--- src/assert_macros.svh ---
// ----------------------------------------------------------------------------
// assert_macros.svh
// Concurrent assertion helpers shared by the lzss decompressor rtl
// ----------------------------------------------------------------------------
`ifndef ASSERT_MACROS_SVH
`define ASSERT_MACROS_SVH

// assertion on an explicit clock and active-low reset
`define LBD_ASSERT_CLK(lbl, clk, rstn, prop, msg) \
  lbl: assert property (@(posedge clk) disable iff (!rstn) prop) else $error(msg);

// assertion on the block clock and reset
`define LBD_ASSERT(lbl, prop, msg) `LBD_ASSERT_CLK(lbl, clk_i, rst_ni, prop, msg)

`endif

--- src/lbd_pkg.sv ---
// ----------------------------------------------------------------------------
// lbd_pkg
// Types and constants of the lzss bit stream decompressor
// ----------------------------------------------------------------------------
`timescale 1ns / 1ps
`default_nettype none

package lbd_pkg;

  // window size must be a power of two
  localparam int unsigned WIN_SIZE  = 256;
  localparam int unsigned WIN_AW    = $clog2(WIN_SIZE);
  localparam logic [WIN_AW-1:0] START_POS = WIN_AW'(239 % WIN_SIZE);

  localparam int unsigned BYTE_W    = 8;
  localparam int unsigned SIZE_W    = 32;
  localparam int unsigned CODE_W    = 4;
  localparam int unsigned CNT_W     = 5;
  localparam int unsigned FIELD_LEN = 8;
  localparam int unsigned CODE_LEN  = 4;
  localparam int unsigned LEN_BIAS  = 2;

  typedef enum logic [1:0] {
    PH_FLAG,
    PH_LIT,
    PH_POS,
    PH_LEN
  } phase_e;

  typedef enum logic [1:0] {
    ST_IDLE,
    ST_LIT,
    ST_COPY
  } state_e;

  // token completed by one compressed byte
  typedef struct packed {
    logic              lit;
    logic              match;
    logic              stop;
    logic [BYTE_W-1:0] value;
    logic [CODE_W-1:0] code;
    logic [BYTE_W-1:0] pos;
  } event_t;

endpackage

`default_nettype wire

--- src/lzss_bitstream_decompress.sv ---
// ----------------------------------------------------------------------------
// lzss_bitstream_decompress
// LZSS decoder with a 256-byte circular window held in a ram
// ----------------------------------------------------------------------------
// channel  dir  tdata               tuser         tlast
// s_axis   in   compressed_byte     stream_start  -
// m_axis   out  data_byte           stream_done   run_last
// cfg      in   output_size (32b)   -             -
//
// a compressed byte is taken only in the idle state; a literal then emits one
// byte and a match of n bytes emits n, one window ram read and write per byte
// (up to 17 bytes per input word). the window is cleared at stream start by
// per-entry valid bits. the result register lets the
// next word enter while a finished byte waits; m_axis_tready low stalls copy.
// ----------------------------------------------------------------------------
`timescale 1ns / 1ps
`default_nettype none

module lzss_bitstream_decompress (
  input  wire logic                        clk_i,
  input  wire logic                        rst_ni,
  input  wire logic                        s_axis_tvalid,
  output logic                             s_axis_tready,
  input  wire logic [lbd_pkg::BYTE_W-1:0]  s_axis_tdata,   // compressed_byte
  input  wire logic                        s_axis_tuser,   // stream_start
  output logic                             m_axis_tvalid,
  input  wire logic                        m_axis_tready,
  output logic      [lbd_pkg::BYTE_W-1:0]  m_axis_tdata,   // data_byte
  output logic                             m_axis_tlast,   // run_last
  output logic                             m_axis_tuser,   // stream_done
  input  wire logic                        cfg_valid_i,
  output logic                             cfg_ready_o,
  input  wire logic [lbd_pkg::SIZE_W-1:0]  cfg_data_i      // output_size
);

  localparam int unsigned AW = lbd_pkg::WIN_AW;
  localparam int unsigned CW = lbd_pkg::CNT_W;

  lbd_pkg::state_e               state_q, state_d;
  logic [CW-1:0]                 cnt_q, cnt_d;
  logic [AW-1:0]                 wpos_q, wpos_d;
  logic [AW-1:0]                 src_q, src_d;
  logic [lbd_pkg::SIZE_W-1:0]    prod_q, prod_d;
  logic [lbd_pkg::SIZE_W-1:0]    out_size_q;
  logic [lbd_pkg::WIN_SIZE-1:0]  valid_q;
  logic [lbd_pkg::BYTE_W-1:0]    lit_q, lit_d;
  logic                          done_q, done_d;
  logic                          fwd_q, fwd_d;
  logic                          hit_q, hit_d;
  logic [lbd_pkg::BYTE_W-1:0]    fwd_data_q, fwd_data_d;
  logic                          out_valid_q, out_valid_d;
  logic [lbd_pkg::BYTE_W-1:0]    out_data_q, out_data_d;
  logic                          out_last_q, out_last_d;
  logic                          out_done_q, out_done_d;

  logic                          in_acc;
  logic                          start;
  logic                          slot_free;
  logic [lbd_pkg::SIZE_W-1:0]    prod_base;
  logic [lbd_pkg::SIZE_W-1:0]    remain;
  logic                          active;
  logic                          rem_small;
  logic [CW-1:0]                 code_len;
  logic [CW-1:0]                 tok_len;
  lbd_pkg::event_t               evt;

  logic                          emit;
  logic                          emit_last;
  logic [lbd_pkg::BYTE_W-1:0]    emit_byte;
  logic                          rd_en;
  logic [AW-1:0]                 rd_addr;
  logic [lbd_pkg::BYTE_W-1:0]    rd_data;
  logic [lbd_pkg::BYTE_W-1:0]    copy_byte;

  assign in_acc    = s_axis_tvalid && s_axis_tready;
  assign start     = s_axis_tuser;
  assign slot_free = !out_valid_q || m_axis_tready;
  assign prod_base = start ? '0 : prod_q;
  assign remain    = out_size_q - prod_base;
  assign active    = prod_base < out_size_q;
  assign rem_small = (remain[lbd_pkg::SIZE_W-1:CW] == '0);

  lbd_parse u_parse (
    .clk_i       (clk_i),
    .rst_ni      (rst_ni),
    .step_i      (in_acc),
    .start_i     (start),
    .active_i    (active),
    .byte_i      (s_axis_tdata),
    .rem_small_i (rem_small),
    .rem_low_i   (remain[CW-1:0]),
    .event_o     (evt)
  );

  // token length: one for a literal, match length clipped to the bytes still owed
  assign code_len = CW'(evt.code) + CW'(lbd_pkg::LEN_BIAS);
  always_comb begin
    tok_len = '0;
    if (evt.lit) begin
      tok_len = CW'(1);
    end else if (evt.match) begin
      tok_len = (rem_small && (remain[CW-1:0] < code_len)) ? remain[CW-1:0] : code_len;
    end
  end

  lbd_ram #(
    .WIDTH (lbd_pkg::BYTE_W),
    .DEPTH (lbd_pkg::WIN_SIZE)
  ) u_window (
    .clk_i     (clk_i),
    .wr_en_i   (emit),
    .wr_addr_i (wpos_q),
    .wr_data_i (emit_byte),
    .rd_en_i   (rd_en),
    .rd_addr_i (rd_addr),
    .rd_data_o (rd_data)
  );

  // bypass for a read of the entry written in the same cycle; unwritten entries read as zero
  assign copy_byte = fwd_q ? fwd_data_q : (hit_q ? rd_data : '0);

  // next state
  always_comb begin
    state_d = state_q;
    case (state_q)
      lbd_pkg::ST_IDLE: begin
        if (in_acc && evt.lit) begin
          state_d = lbd_pkg::ST_LIT;
        end else if (in_acc && evt.match) begin
          state_d = lbd_pkg::ST_COPY;
        end
      end
      lbd_pkg::ST_LIT: begin
        if (slot_free) begin
          state_d = lbd_pkg::ST_IDLE;
        end
      end
      lbd_pkg::ST_COPY: begin
        if (slot_free && (cnt_q == CW'(1))) begin
          state_d = lbd_pkg::ST_IDLE;
        end
      end
      default: begin
        state_d = lbd_pkg::ST_IDLE;
      end
    endcase
  end

  // fsm outputs
  always_comb begin
    s_axis_tready = 1'b0;
    emit          = 1'b0;
    emit_last     = 1'b0;
    emit_byte     = lit_q;
    rd_en         = 1'b0;
    rd_addr       = src_q;
    case (state_q)
      lbd_pkg::ST_IDLE: begin
        s_axis_tready = 1'b1;
        rd_en         = in_acc && evt.match;
        rd_addr       = AW'(evt.pos);
      end
      lbd_pkg::ST_LIT: begin
        emit      = slot_free;
        emit_last = 1'b1;
      end
      lbd_pkg::ST_COPY: begin
        emit      = slot_free;
        emit_last = (cnt_q == CW'(1));
        emit_byte = copy_byte;
        rd_en     = slot_free && (cnt_q != CW'(1));
      end
      default: begin
        s_axis_tready = 1'b0;
      end
    endcase
  end

  // datapath next values
  always_comb begin
    cnt_d       = cnt_q;
    wpos_d      = wpos_q;
    src_d       = src_q;
    prod_d      = prod_q;
    lit_d       = lit_q;
    done_d      = done_q;
    fwd_d       = fwd_q;
    hit_d       = hit_q;
    fwd_data_d  = fwd_data_q;
    out_valid_d = out_valid_q;
    out_data_d  = out_data_q;
    out_last_d  = out_last_q;
    out_done_d  = out_done_q;

    if (in_acc) begin
      if (start) begin
        wpos_d = lbd_pkg::START_POS;
      end
      prod_d = prod_base + lbd_pkg::SIZE_W'(tok_len);
      cnt_d  = tok_len;
      lit_d  = evt.value;
      done_d = evt.stop;
      src_d  = AW'(evt.pos) + AW'(1);
    end

    if (rd_en) begin
      fwd_d      = emit && (rd_addr == wpos_q);
      hit_d      = !(in_acc && start) && valid_q[rd_addr];
      fwd_data_d = emit_byte;
    end

    if (emit) begin
      wpos_d = wpos_q + AW'(1);
      cnt_d  = cnt_q - CW'(1);
      if (rd_en) begin
        src_d = src_q + AW'(1);
      end
      out_valid_d = 1'b1;
      out_data_d  = emit_byte;
      out_last_d  = emit_last;
      out_done_d  = done_q;
    end else if (m_axis_tready) begin
      out_valid_d = 1'b0;
    end
  end

  always_ff @(posedge clk_i or negedge rst_ni) begin
    if (!rst_ni) begin
      state_q     <= lbd_pkg::ST_IDLE;
      cnt_q       <= '0;
      wpos_q      <= lbd_pkg::START_POS;
      prod_q      <= '0;
      out_size_q  <= '0;
      out_valid_q <= 1'b0;
    end else begin
      state_q     <= state_d;
      cnt_q       <= cnt_d;
      wpos_q      <= wpos_d;
      prod_q      <= prod_d;
      out_valid_q <= out_valid_d;
      if (cfg_valid_i) begin
        out_size_q <= cfg_data_i;
      end
    end
  end

  // window entries not written since stream start read as zero
  always_ff @(posedge clk_i or negedge rst_ni) begin
    if (!rst_ni) begin
      valid_q <= '0;
    end else if (in_acc && start) begin
      valid_q <= '0;
    end else if (emit) begin
      valid_q[wpos_q] <= 1'b1;
    end
  end

  always_ff @(posedge clk_i) begin
    src_q      <= src_d;
    lit_q      <= lit_d;
    done_q     <= done_d;
    fwd_q      <= fwd_d;
    hit_q      <= hit_d;
    fwd_data_q <= fwd_data_d;
    out_data_q <= out_data_d;
    out_last_q <= out_last_d;
    out_done_q <= out_done_d;
  end

  assign cfg_ready_o   = 1'b1;
  assign m_axis_tvalid = out_valid_q;
  assign m_axis_tdata  = out_data_q;
  assign m_axis_tlast  = out_last_q;
  assign m_axis_tuser  = out_done_q;

`include "assert_macros.svh"

  `LBD_ASSERT(a_copy_cnt, (state_q == lbd_pkg::ST_COPY) |-> (cnt_q != '0), "copy with no bytes left")
  `LBD_ASSERT(a_last_idle, (emit && emit_last) |=> (state_q == lbd_pkg::ST_IDLE), "last word not idle")
  `LBD_ASSERT(a_copy_end, (state_q == lbd_pkg::ST_COPY && slot_free && cnt_q == CW'(1)) |=> (m_axis_tvalid && m_axis_tlast), "copy end without tlast")

endmodule

`default_nettype wire

--- src/lbd_ram.sv ---
// ----------------------------------------------------------------------------
// lbd_ram
// Generic single write port, single read port ram with registered read
// ----------------------------------------------------------------------------
`timescale 1ns / 1ps
`default_nettype none

module lbd_ram #(
  parameter int unsigned WIDTH = 8,
  parameter int unsigned DEPTH = 256,
  localparam int unsigned AW   = $clog2(DEPTH)
) (
  input  wire logic             clk_i,
  input  wire logic             wr_en_i,
  input  wire logic [AW-1:0]    wr_addr_i,
  input  wire logic [WIDTH-1:0] wr_data_i,
  input  wire logic             rd_en_i,
  input  wire logic [AW-1:0]    rd_addr_i,
  output logic      [WIDTH-1:0] rd_data_o
);

  logic [WIDTH-1:0] mem_q [DEPTH];
  logic [WIDTH-1:0] rd_data_q;

  always_ff @(posedge clk_i) begin
    if (wr_en_i) begin
      mem_q[wr_addr_i] <= wr_data_i;
    end
  end

  // read data holds while no read is issued
  always_ff @(posedge clk_i) begin
    if (rd_en_i) begin
      rd_data_q <= mem_q[rd_addr_i];
    end
  end

  assign rd_data_o = rd_data_q;

endmodule

`default_nettype wire

--- src/lbd_parse.sv ---
// ----------------------------------------------------------------------------
// lbd_parse
// Bit reader: walks the eight bits of one compressed byte, msb first, and
// reports the token that the byte completes
// ----------------------------------------------------------------------------
`timescale 1ns / 1ps
`default_nettype none

module lbd_parse (
  input  wire logic                        clk_i,
  input  wire logic                        rst_ni,
  input  wire logic                        step_i,
  input  wire logic                        start_i,
  input  wire logic                        active_i,
  input  wire logic [lbd_pkg::BYTE_W-1:0]  byte_i,
  input  wire logic                        rem_small_i,
  input  wire logic [lbd_pkg::CNT_W-1:0]   rem_low_i,
  output lbd_pkg::event_t                  event_o
);

  lbd_pkg::phase_e                 ph_q,   ph_d;
  logic [lbd_pkg::BYTE_W-1:0]      acc_q,  acc_d;
  logic [lbd_pkg::CODE_W-1:0]      left_q, left_d;
  logic [lbd_pkg::BYTE_W-1:0]      mpos_q, mpos_d;
  lbd_pkg::event_t                 evt;

  always_comb begin
    logic                       stop;
    logic [lbd_pkg::CNT_W-1:0]  len;
    ph_d   = start_i ? lbd_pkg::PH_FLAG : ph_q;
    acc_d  = start_i ? '0 : acc_q;
    left_d = start_i ? '0 : left_q;
    mpos_d = start_i ? '0 : mpos_q;
    evt    = '0;
    stop   = !active_i;
    len    = '0;
    for (int b = lbd_pkg::BYTE_W - 1; b >= 0; b--) begin
      if (!stop) begin
        if (ph_d == lbd_pkg::PH_FLAG) begin
          ph_d   = byte_i[b] ? lbd_pkg::PH_LIT : lbd_pkg::PH_POS;
          acc_d  = '0;
          left_d = lbd_pkg::CODE_W'(lbd_pkg::FIELD_LEN);
        end else begin
          acc_d = {acc_d[lbd_pkg::BYTE_W-2:0], byte_i[b]};
          if (left_d != '0) begin
            left_d = left_d - lbd_pkg::CODE_W'(1);
          end
          if (left_d == '0) begin
            case (ph_d)
              lbd_pkg::PH_LIT: begin
                evt.lit   = 1'b1;
                evt.value = acc_d;
                ph_d      = lbd_pkg::PH_FLAG;
                stop      = rem_small_i && (rem_low_i == lbd_pkg::CNT_W'(1));
              end
              lbd_pkg::PH_POS: begin
                mpos_d = acc_d;
                acc_d  = '0;
                left_d = lbd_pkg::CODE_W'(lbd_pkg::CODE_LEN);
                ph_d   = lbd_pkg::PH_LEN;
              end
              lbd_pkg::PH_LEN: begin
                evt.match = 1'b1;
                evt.code  = acc_d[lbd_pkg::CODE_W-1:0];
                ph_d      = lbd_pkg::PH_FLAG;
                len       = lbd_pkg::CNT_W'(acc_d[lbd_pkg::CODE_W-1:0])
                          + lbd_pkg::CNT_W'(lbd_pkg::LEN_BIAS);
                stop      = rem_small_i && (rem_low_i <= len);
              end
              default: begin
                ph_d = lbd_pkg::PH_FLAG;
              end
            endcase
          end
        end
      end
    end
    evt.stop = stop;
    evt.pos  = mpos_d;
  end

  always_ff @(posedge clk_i or negedge rst_ni) begin
    if (!rst_ni) begin
      ph_q   <= lbd_pkg::PH_FLAG;
      acc_q  <= '0;
      left_q <= '0;
      mpos_q <= '0;
    end else if (step_i) begin
      ph_q   <= ph_d;
      acc_q  <= acc_d;
      left_q <= left_d;
      mpos_q <= mpos_d;
    end
  end

  assign event_o = evt;

endmodule

`default_nettype wire

--- config.mk ---
export PLATFORM = sky130hd
export DESIGN_NAME = lzss_bitstream_decompress
export DESIGN_NICKNAME = d
export VERILOG_FILES = /design/src/lbd_pkg.sv /design/src/lzss_bitstream_decompress.sv /design/src/lbd_ram.sv /design/src/lbd_parse.sv
export VERILOG_INCLUDE_DIRS = /design/src /design/src/src
export SDC_FILE = /design/constraint.sdc
export NUM_CORES = 2
export LEC_CHECK = 0
export BUFFER_PORTS_ARGS = -buffer_cell sky130_fd_sc_hd__buf_2
export CAP_MARGIN = 20
export CELL_PAD_IN_SITES_DETAIL_PLACEMENT = 1
export CELL_PAD_IN_SITES_GLOBAL_PLACEMENT = 2
export CORE_ASPECT_RATIO = 1.5
export CORE_MARGIN = 5
export CORE_UTILIZATION = 48
export DETAILED_ROUTE_END_ITERATION = 8
export PLACE_DENSITY = 0.84
export SYNTH_ARGS = -nofsm -noshare
export SYNTH_HDL_FRONTEND = slang
export SYNTH_SLANG_ARGS = --single-unit
--- constraint.sdc ---
create_clock -name clk_i -period 38.5 [get_ports clk_i]
set_input_delay 0 -clock clk_i [delete_from_list [all_inputs] [get_ports clk_i]]
set_output_delay 0 -clock clk_i [all_outputs]
set_load 0.05 [all_outputs]
Word-level counts from Yosys, hierarchy flattened:

Memories as Yosys holds them, arrays and structs flattened. A register that Yosys moved wholly into a read port is not among the register bits.
Index checks and enable logic that the tools add are counted.

* register bits: 394
* bits in writable memories: 2048
* bits of input ports: 46
* output and inout port bits: 13
* logic and storage cells: 457
* memories kept: 1

Memory list
* u_window.mem_q: words 256, bits a word 8, rd ports 1, clocked after memory_dff 1, write ports 1, RTL line lbd_ram.sv:22 `logic [WIDTH-1:0] mem_q [DEPTH];`

* $add $sub $neg: 23
* order comparisons: 13
* equal/unequal tests: 33
* mux-type cells: 310
* bitwise gates (word level): 1
* reductions and logical operators: 56

Operators by type and width (count)
* $mux W256: 2
* $mux W8: 51
* $mux W12: 24
* $mux W4: 65
* $or A256 B256 Y256: 1
* $mux W7: 33
* $mux W2: 69
* $mux W1: 47
* $add A4 B2 Y5 const B: 9
* $le A5 B5 Y1: 8
* $eq A2 B2 Y1 const B: 17
* $add A32 B5 Y32: 1
* $logic_not A4 Y1: 8
* $lt A32 B32 Y1: 1
* $mux W32: 1
* $reduce_bool A4 Y1: 8
* $sub A32 B32 Y32: 1
* $sub A4 B1 Y4 const B: 8
* $logic_not A27 Y1: 1
* $mux W5: 5
* $add A8 B1 Y8 const B: 3
* $pmux W1 S2: 10
* $logic_and A1 B1 Y1: 19
* $eq A2 B1 Y1 const B: 9
* other kinds (19): 35

Depth between registers and ports, before layout:

* word-level depth: 73
* gate-level depth with buffers: 95
* mapped depth without buffers: 85

Hierarchy:

From an unflattened synthesis, not the netlist that was laid out.

* cells, all modules: 7027
* area total of the unflattened synthesis: 106224.4 um2

By module, submodules not included
* lbd_ram: times used 1, cells each 3733, area an instance 79636.4 um2, seq. area each 61739.2 um2
* lzss_bitstream_decompress: times used 1, cells each 2289, area an instance 19683.9 um2, seq. area each 9447.8 um2
* lbd_parse: times used 1, cells each 1005, area an instance 6904.1 um2, seq. area each 525.5 um2

Worst setup path after synthesis:

No wires, ideal clock.

* kind: input -> register
* from: input port s_axis_tuser
* to: register prod_q[29] (netlist bit)
* library setup time: 137 ps
* arrival time: 16774 ps
* required time: 38363 ps
* setup slack: 21589 ps
* cell stages on the path: 89
* path buffers: 12
* cell sequence: inv_1 > clkbuf_1 > clkbuf_1 > buf_1 > buf_1 > nand2_1 > ha_1 > buf_2 > a21oi_1 > o21a_1 > and2_1 > a211o_1 > a21boi_4 > buf_2 > buf_1 > nor2_1 > nor2_1 > ha_1 > [... 53 more ...] > a21o_1 > a21o_1 > a2111oi_4 > mux2i_1 > and2_1 > ha_1 > a21o_1 > a21oi_1 > o21bai_1 > a21oi_1 > or3_1 > clkbuf_1 > nor3_1 > and3b_1 > nand4_1 > nor4_1 > xnor2_1 > a21oi_1

* word-level cells in the longest chain between the ends: 72
* elaborated cells between the ends (all ways): 301
* those cells by class: add/sub: 18; order compare: 9; eq/ne: 24; mux: 215; reduce/logical: 35

RTL lines
* start, declared: RTL line lzss_bitstream_decompress.sv:25 `input wire logic s_axis_tuser,`
* $mux W4: RTL line lbd_parse.sv:32 `left_d = start_i ? '0 : left_q;`
* $sub A4 B1 Y4 / $reduce_bool A4 Y1 (equally long branches): RTL line lbd_parse.sv:46, lbd_parse.sv:45
* $mux W4: RTL line lbd_parse.sv:45 `if (left_d != '0) begin`
* $mux W4: RTL line lbd_parse.sv:39 `if (ph_d == lbd_pkg::PH_FLAG) begin`
* $mux W4: RTL line lbd_parse.sv:38 `if (!stop) begin`
* $logic_not A4 Y1 / $mux W4 (equally long branches): RTL line lbd_parse.sv:48, lbd_parse.sv:49
* $mux W4: RTL line lbd_parse.sv:48 `if (left_d == '0) begin`
* $mux W4: RTL line lbd_parse.sv:39
* [... 56 more ...]
* $mux W12: RTL line lbd_parse.sv:38
* $add A4 B2 Y5: RTL line lzss_bitstream_decompress.sv:96 `assign code_len = CW'(evt.code) + CW'(lbd_pkg::LEN_BIAS);`
* $lt A5 B5 Y1: RTL line lzss_bitstream_decompress.sv:102 `tok_len = (rem_small && (remain[CW-1:0] < code_len)) ? remain[CW-1:0] : code_len;`
* $logic_and A1 B1 Y1: RTL line lzss_bitstream_decompress.sv:102
* $mux W5: RTL line lzss_bitstream_decompress.sv:102
* $mux W5: RTL line lzss_bitstream_decompress.sv:101 `end else if (evt.match) begin`
* $mux W5: RTL line lzss_bitstream_decompress.sv:99 `if (evt.lit) begin`
* $add A32 B5 Y32 (*): RTL line lzss_bitstream_decompress.sv:199 `prod_d = prod_base + lbd_pkg::SIZE_W'(tok_len);`
* end signal, assigned: RTL line lzss_bitstream_decompress.sv:239 `prod_q <= prod_d;`
* end, declared: RTL line lzss_bitstream_decompress.sv:43 `logic [lbd_pkg::SIZE_W-1:0] prod_q, prod_d;`

Mark *: on every way between the ends. The rest lies on a longest branch, timed or not. The select of a mux whose other input is x is not followed.
A chain may end at the register's enable or synchronous reset.

Worst setup path after layout:

* from: input port s_axis_tuser
* to: register u_window.rd_data_q[4], in the netlist u_window.rd_data_o[4], read port of u_window.mem_q (data pin)

* word-level cells in the longest chain between the ends: 67
* elaborated cells between the ends (all ways): 290
* those cells by class: add/sub: 16; order compare: 8; eq/ne: 24; mux: 207; reduce/logical: 35

RTL lines
* $mux W4: RTL line lbd_parse.sv:32
* $sub A4 B1 Y4 / $reduce_bool A4 Y1 (equally long branches): RTL line lbd_parse.sv:46, lbd_parse.sv:45
* $mux W4: RTL line lbd_parse.sv:45
* $mux W4: RTL line lbd_parse.sv:39
* $mux W4: RTL line lbd_parse.sv:38
* $logic_not A4 Y1 / $mux W4 (equally long branches): RTL line lbd_parse.sv:48, lbd_parse.sv:49
* $mux W4: RTL line lbd_parse.sv:48
* $mux W4: RTL line lbd_parse.sv:39
* [... 51 more ...]
* $mux W4: RTL line lbd_parse.sv:39
* $mux W4: RTL line lbd_parse.sv:38
* $logic_not A4 Y1: RTL line lbd_parse.sv:48
* $mux W2: RTL line lbd_parse.sv:48
* $mux W2: RTL line lbd_parse.sv:39
* $mux W2: RTL line lbd_parse.sv:38
* $logic_and A1 B1 Y1: RTL line lzss_bitstream_decompress.sv:160 `rd_en = in_acc && evt.match;`
* $pmux W1 S2: RTL line lzss_bitstream_decompress.sv:157 `case (state_q)`
* end, declared: RTL line lbd_ram.sv:23 `logic [WIDTH-1:0] rd_data_q;`

Several ways; a longest one is shown, not always the timed one. The select of a mux whose other input is x is not followed.

==> impl_metrics.toml <==
[outcome]
status = "completed"

[clock_tree]
cts_resized = 0
cts_made_buffers = 229
clock_latency_ns = 0.92
h-tree-depth = 4
cts_tree = "done"
clockBufferDepth = 4
clock-sinks = 2450
root_buffer = "clkbuf_16"
clk_pin_slew_ns = 0.07

[timing]
max_slew_margin = 0.1619
maxSlewViolCount = 0
finalSetupViolCount = 0
tightest_slew_ns = 1.246
hold_violations = 0
period_share = 0.5372
clock_skew_ns = 0.06084
rsz0062_at_grt = "no"
layout_min_cycle_time_ns = 20.68
setup_tns_ns = 0
fmax_ghz = 0.04835

[detailed_routing]
drc_errors = 0
wl_met1_um = 140900
wire_per_inst_um = 35.24
drt_iter0_drc = 8591
met2WireLength_um = 203400
vias = 78340
wl_met3_um = 32700
drtAntennaViolNets = 0
first_pass_iters = 8
vias_per_cell = 6.639
wirelength_um = 415900
top_layer = "met5"

[floorplanning]
die_area_sq_um = 233700
die_h_um = 589.6
io_pins = 59
die_x_um = 396.4
rows = 212
initial_core_util = 0.4830
design.core.area_sq_um = 222500

[setup_path]
endpoint_kind = "flip-flop"
critPathMaxFanout = 64
cp.arrival_ns = 21.45
worstPathRequired_ns = 39.26
slowest_delay_ns = 0.85
setup.worst_path.start_class = "input port"
criticalPathCategory = "in -> reg"
cp_slowest_cell = "o31ai_1"
path_common_cell = "ha_1"

[global_routing]
grt_max_degree = 187
antenna_found_initial = 15
grt_pass1_vias = 81310
grt_first_pass_wirelength_um = 588000
grt_overflow_total = 0
grt_use_total = 0.3466

[synthesis]
synth-edff-count = 2085
synth_top_family_by_area = "simple AND/OR/NAND/NOR gates"
synth_seq_cells = 2450
synth_xor_xnor_area_share = 0.004808
async_reset_ff_frac = 0.1457
seq_area_frac_synth = 0.6672
synthesis.instances = 8613
yosysWarnings = 0
synth_area_sq_um = 107500
synth-simple-area-share = 0.1394
synth_compound_area_frac = 0.1059
synthFlopType = "edfxtp_1"
syn-num-nets = 8768
synthMuxAreaShare = 0.04317
synth_adder_area_share = 0.01283
syn_avg_cell_area_sq_um = 12.48
synth_cell_types = 128

[layout]
nFillCells = 22140
multi_input_area_sq_um = 33300
regArea_sq_um = 71710
final_nets = 8856
area_growth_pct = 11.73
drive_gt1_frac = 0.09703

[placement]
numPortBuffers = 57
dpl.hpwl_um = 265400
gp_congestion = 0.9744

[hold_path]
hold_class = "in -> reg"

[flow_run]
drv_cap = 0
## what timing repair did
item	in CTS	in global routing
buffers inserted	0	0
endpoints found under the hold margin	249	0
hold buffers	107	0
## path summary, 6_finish.rpt
| kind | from | to | slack (ns) | cells past startpoint |
|---|---|---|---|---|
| worst max-delay path | s_axis_tuser | u_window.rd_data_o[4]$_DFFE_PP_ | 17.82 | 68 |
| worst min-delay path | s_axis_tdata[3] | u_parse.mpos_q[0]$_DFFE_PN0P_ | 0.11 | 7 |
| worst max register to register | prod_q[0]$_DFFE_PN0P_ | u_window.rd_data_o[4]$_DFFE_PP_ | 18.10 | 65 |
| worst min register to register | prod_q[0]$_DFFE_PN0P_ | prod_q[0]$_DFFE_PN0P_ | 0.47 | 2 |
| max in group asynchronous | rst_ni | valid_q[36]$_DFFE_PN0P_ | 36.35 | 5 |
| min in group asynchronous | rst_ni | out_size_q[17]$_DFFE_PN0P_ | 0.37 | 4 |
## cell type report
| type | count | share of cell area |
|---|---|---|
| Sequential cell | 2450 | 0.5972 |
| Multi-Input combinational cell | 5548 | 0.2773 |
| Clock buffer | 307 | 0.05295 |
| Tap cell | 2889 | 0.03010 |
| Timing Repair Buffer | 406 | 0.02874 |
| Clock inverter | 117 | 0.01129 |
| Inverter | 66 | 0.002063 |
| Antenna cell | 17 | 0.0003543 |
## critical path, delay by kind of cell
kind	cells	cell delay, ns
AOI/OAI and AO/OA	26	6.84
buffers and inverters	12	5.16
muxes	2	0.45
adders and majority gates	7	2.32
and+or+nand+nor	21	6.34
## per-stage QoR
| stage | worst slack [ns] | instance area [sq um] | hold WS (ns) | instances | util |
|---|---|---|---|---|---|
| 3_5_place_dp | 17.64 | 111000 | 0.06287 | 11230 | 0.4989 |
| 2_1_floorplan | 21.59 | 107500 | -0.2956 | 8613 | - |
| 3_3_place_gp | 18.12 | 110800 | 0.06392 | 11210 | 0.4979 |
| 5_1_grt | 16.60 | 120100 | 0.1417 | 11790 | 0.5395 |
| 4_1_cts | 17.98 | 119800 | 0.07286 | 11760 | 0.5385 |
| 6_report | 17.82 | 120100 | 0.1060 | 11800 | 0.5396 |
## kinds of logic after synthesis
group	after synthesis
and+or+nand+nor	3395
DFF	2450
AOI/OAI and AO/OA	1560
buffers and inverters	615
muxes	424
adders and majority gates	109
xor gates and xnor gates	59
other	1
## metal layers
metal	GRT usage	vias to the layer above
met5	0	-
met4	0.2721	6
met3	0.06079	1285
met2	0.5847	4147
met1	0.3898	40470
li1	-	32430
## layout by cell type (no fill, tap or decap), drive strengths merged, types with 32 or more instances in the layout
cell,count
o21a,220
a32oi,170
o21ai,142
a311oi,41
o211ai,42
nand2,1752
nor3,70
dlygate4sd3,106
mux2,53
xnor2,43
a22oi,58
nand3,509
o22ai,32
edfxtp,2085
clkbuf,307
nor4,32
buf,300
nor2,589
dfrtp,350
ha,107
mux2i,348
clkinv,74
inv,72
nor2b,33
a21oi,270
a31oi,149
nand4,66
a211oi,124
and3,196
a221oi,41
## registers in the layout, indices dropped and copies added (netlist names), 2 cells and up
register	flops
cnt_q	5
u_parse.acc_q	7
out_size_q	32
prod_q	32
u_window.rd_data_o	8
src_q	8
u_parse.ph_q	2
lit_q	8
valid_q	256
fwd_data_q	8
u_parse.left_q	4
wpos_q	8
u_parse.mpos_q	8
u_window.mem_q	2048
m_axis_tdata	8
state_q	2
## synthesized netlist by cell type, types with 39 or more instances
cell type,count,area (sq um)
edfxtp_1,2085,62610
nand2_1,1750,6569
nor2_1,585,2196
nand3_1,507,2537
dfrtp_1,350,8758
mux2i_1,345,3453
a21oi_1,267,1336
buf_2,229,1146
o21a_1,219,1644
clkbuf_1,209,784.5
and3_1,196,1226
a32oi_1,170,1489
a31oi_1,147,919.6
a211oi_1,117,878.3
o21ai_0,114,570.6
ha_1,107,1339
nand4_1,65,406.6
nor3_1,65,325.3
inv_1,63,236.5
a22oi_1,57,427.9
buf_4,54,405.4
mux2_2,50,563.0
buf_1,49,183.9
xnor2_1,43,376.6
a221oi_1,41,359.1
a311oi_1,41,359.1
o211ai_1,39,292.8
Power is left out: the tool's default activity adds up to more than one toggle a clock period on the data nets, which glitch-free logic cannot reach.
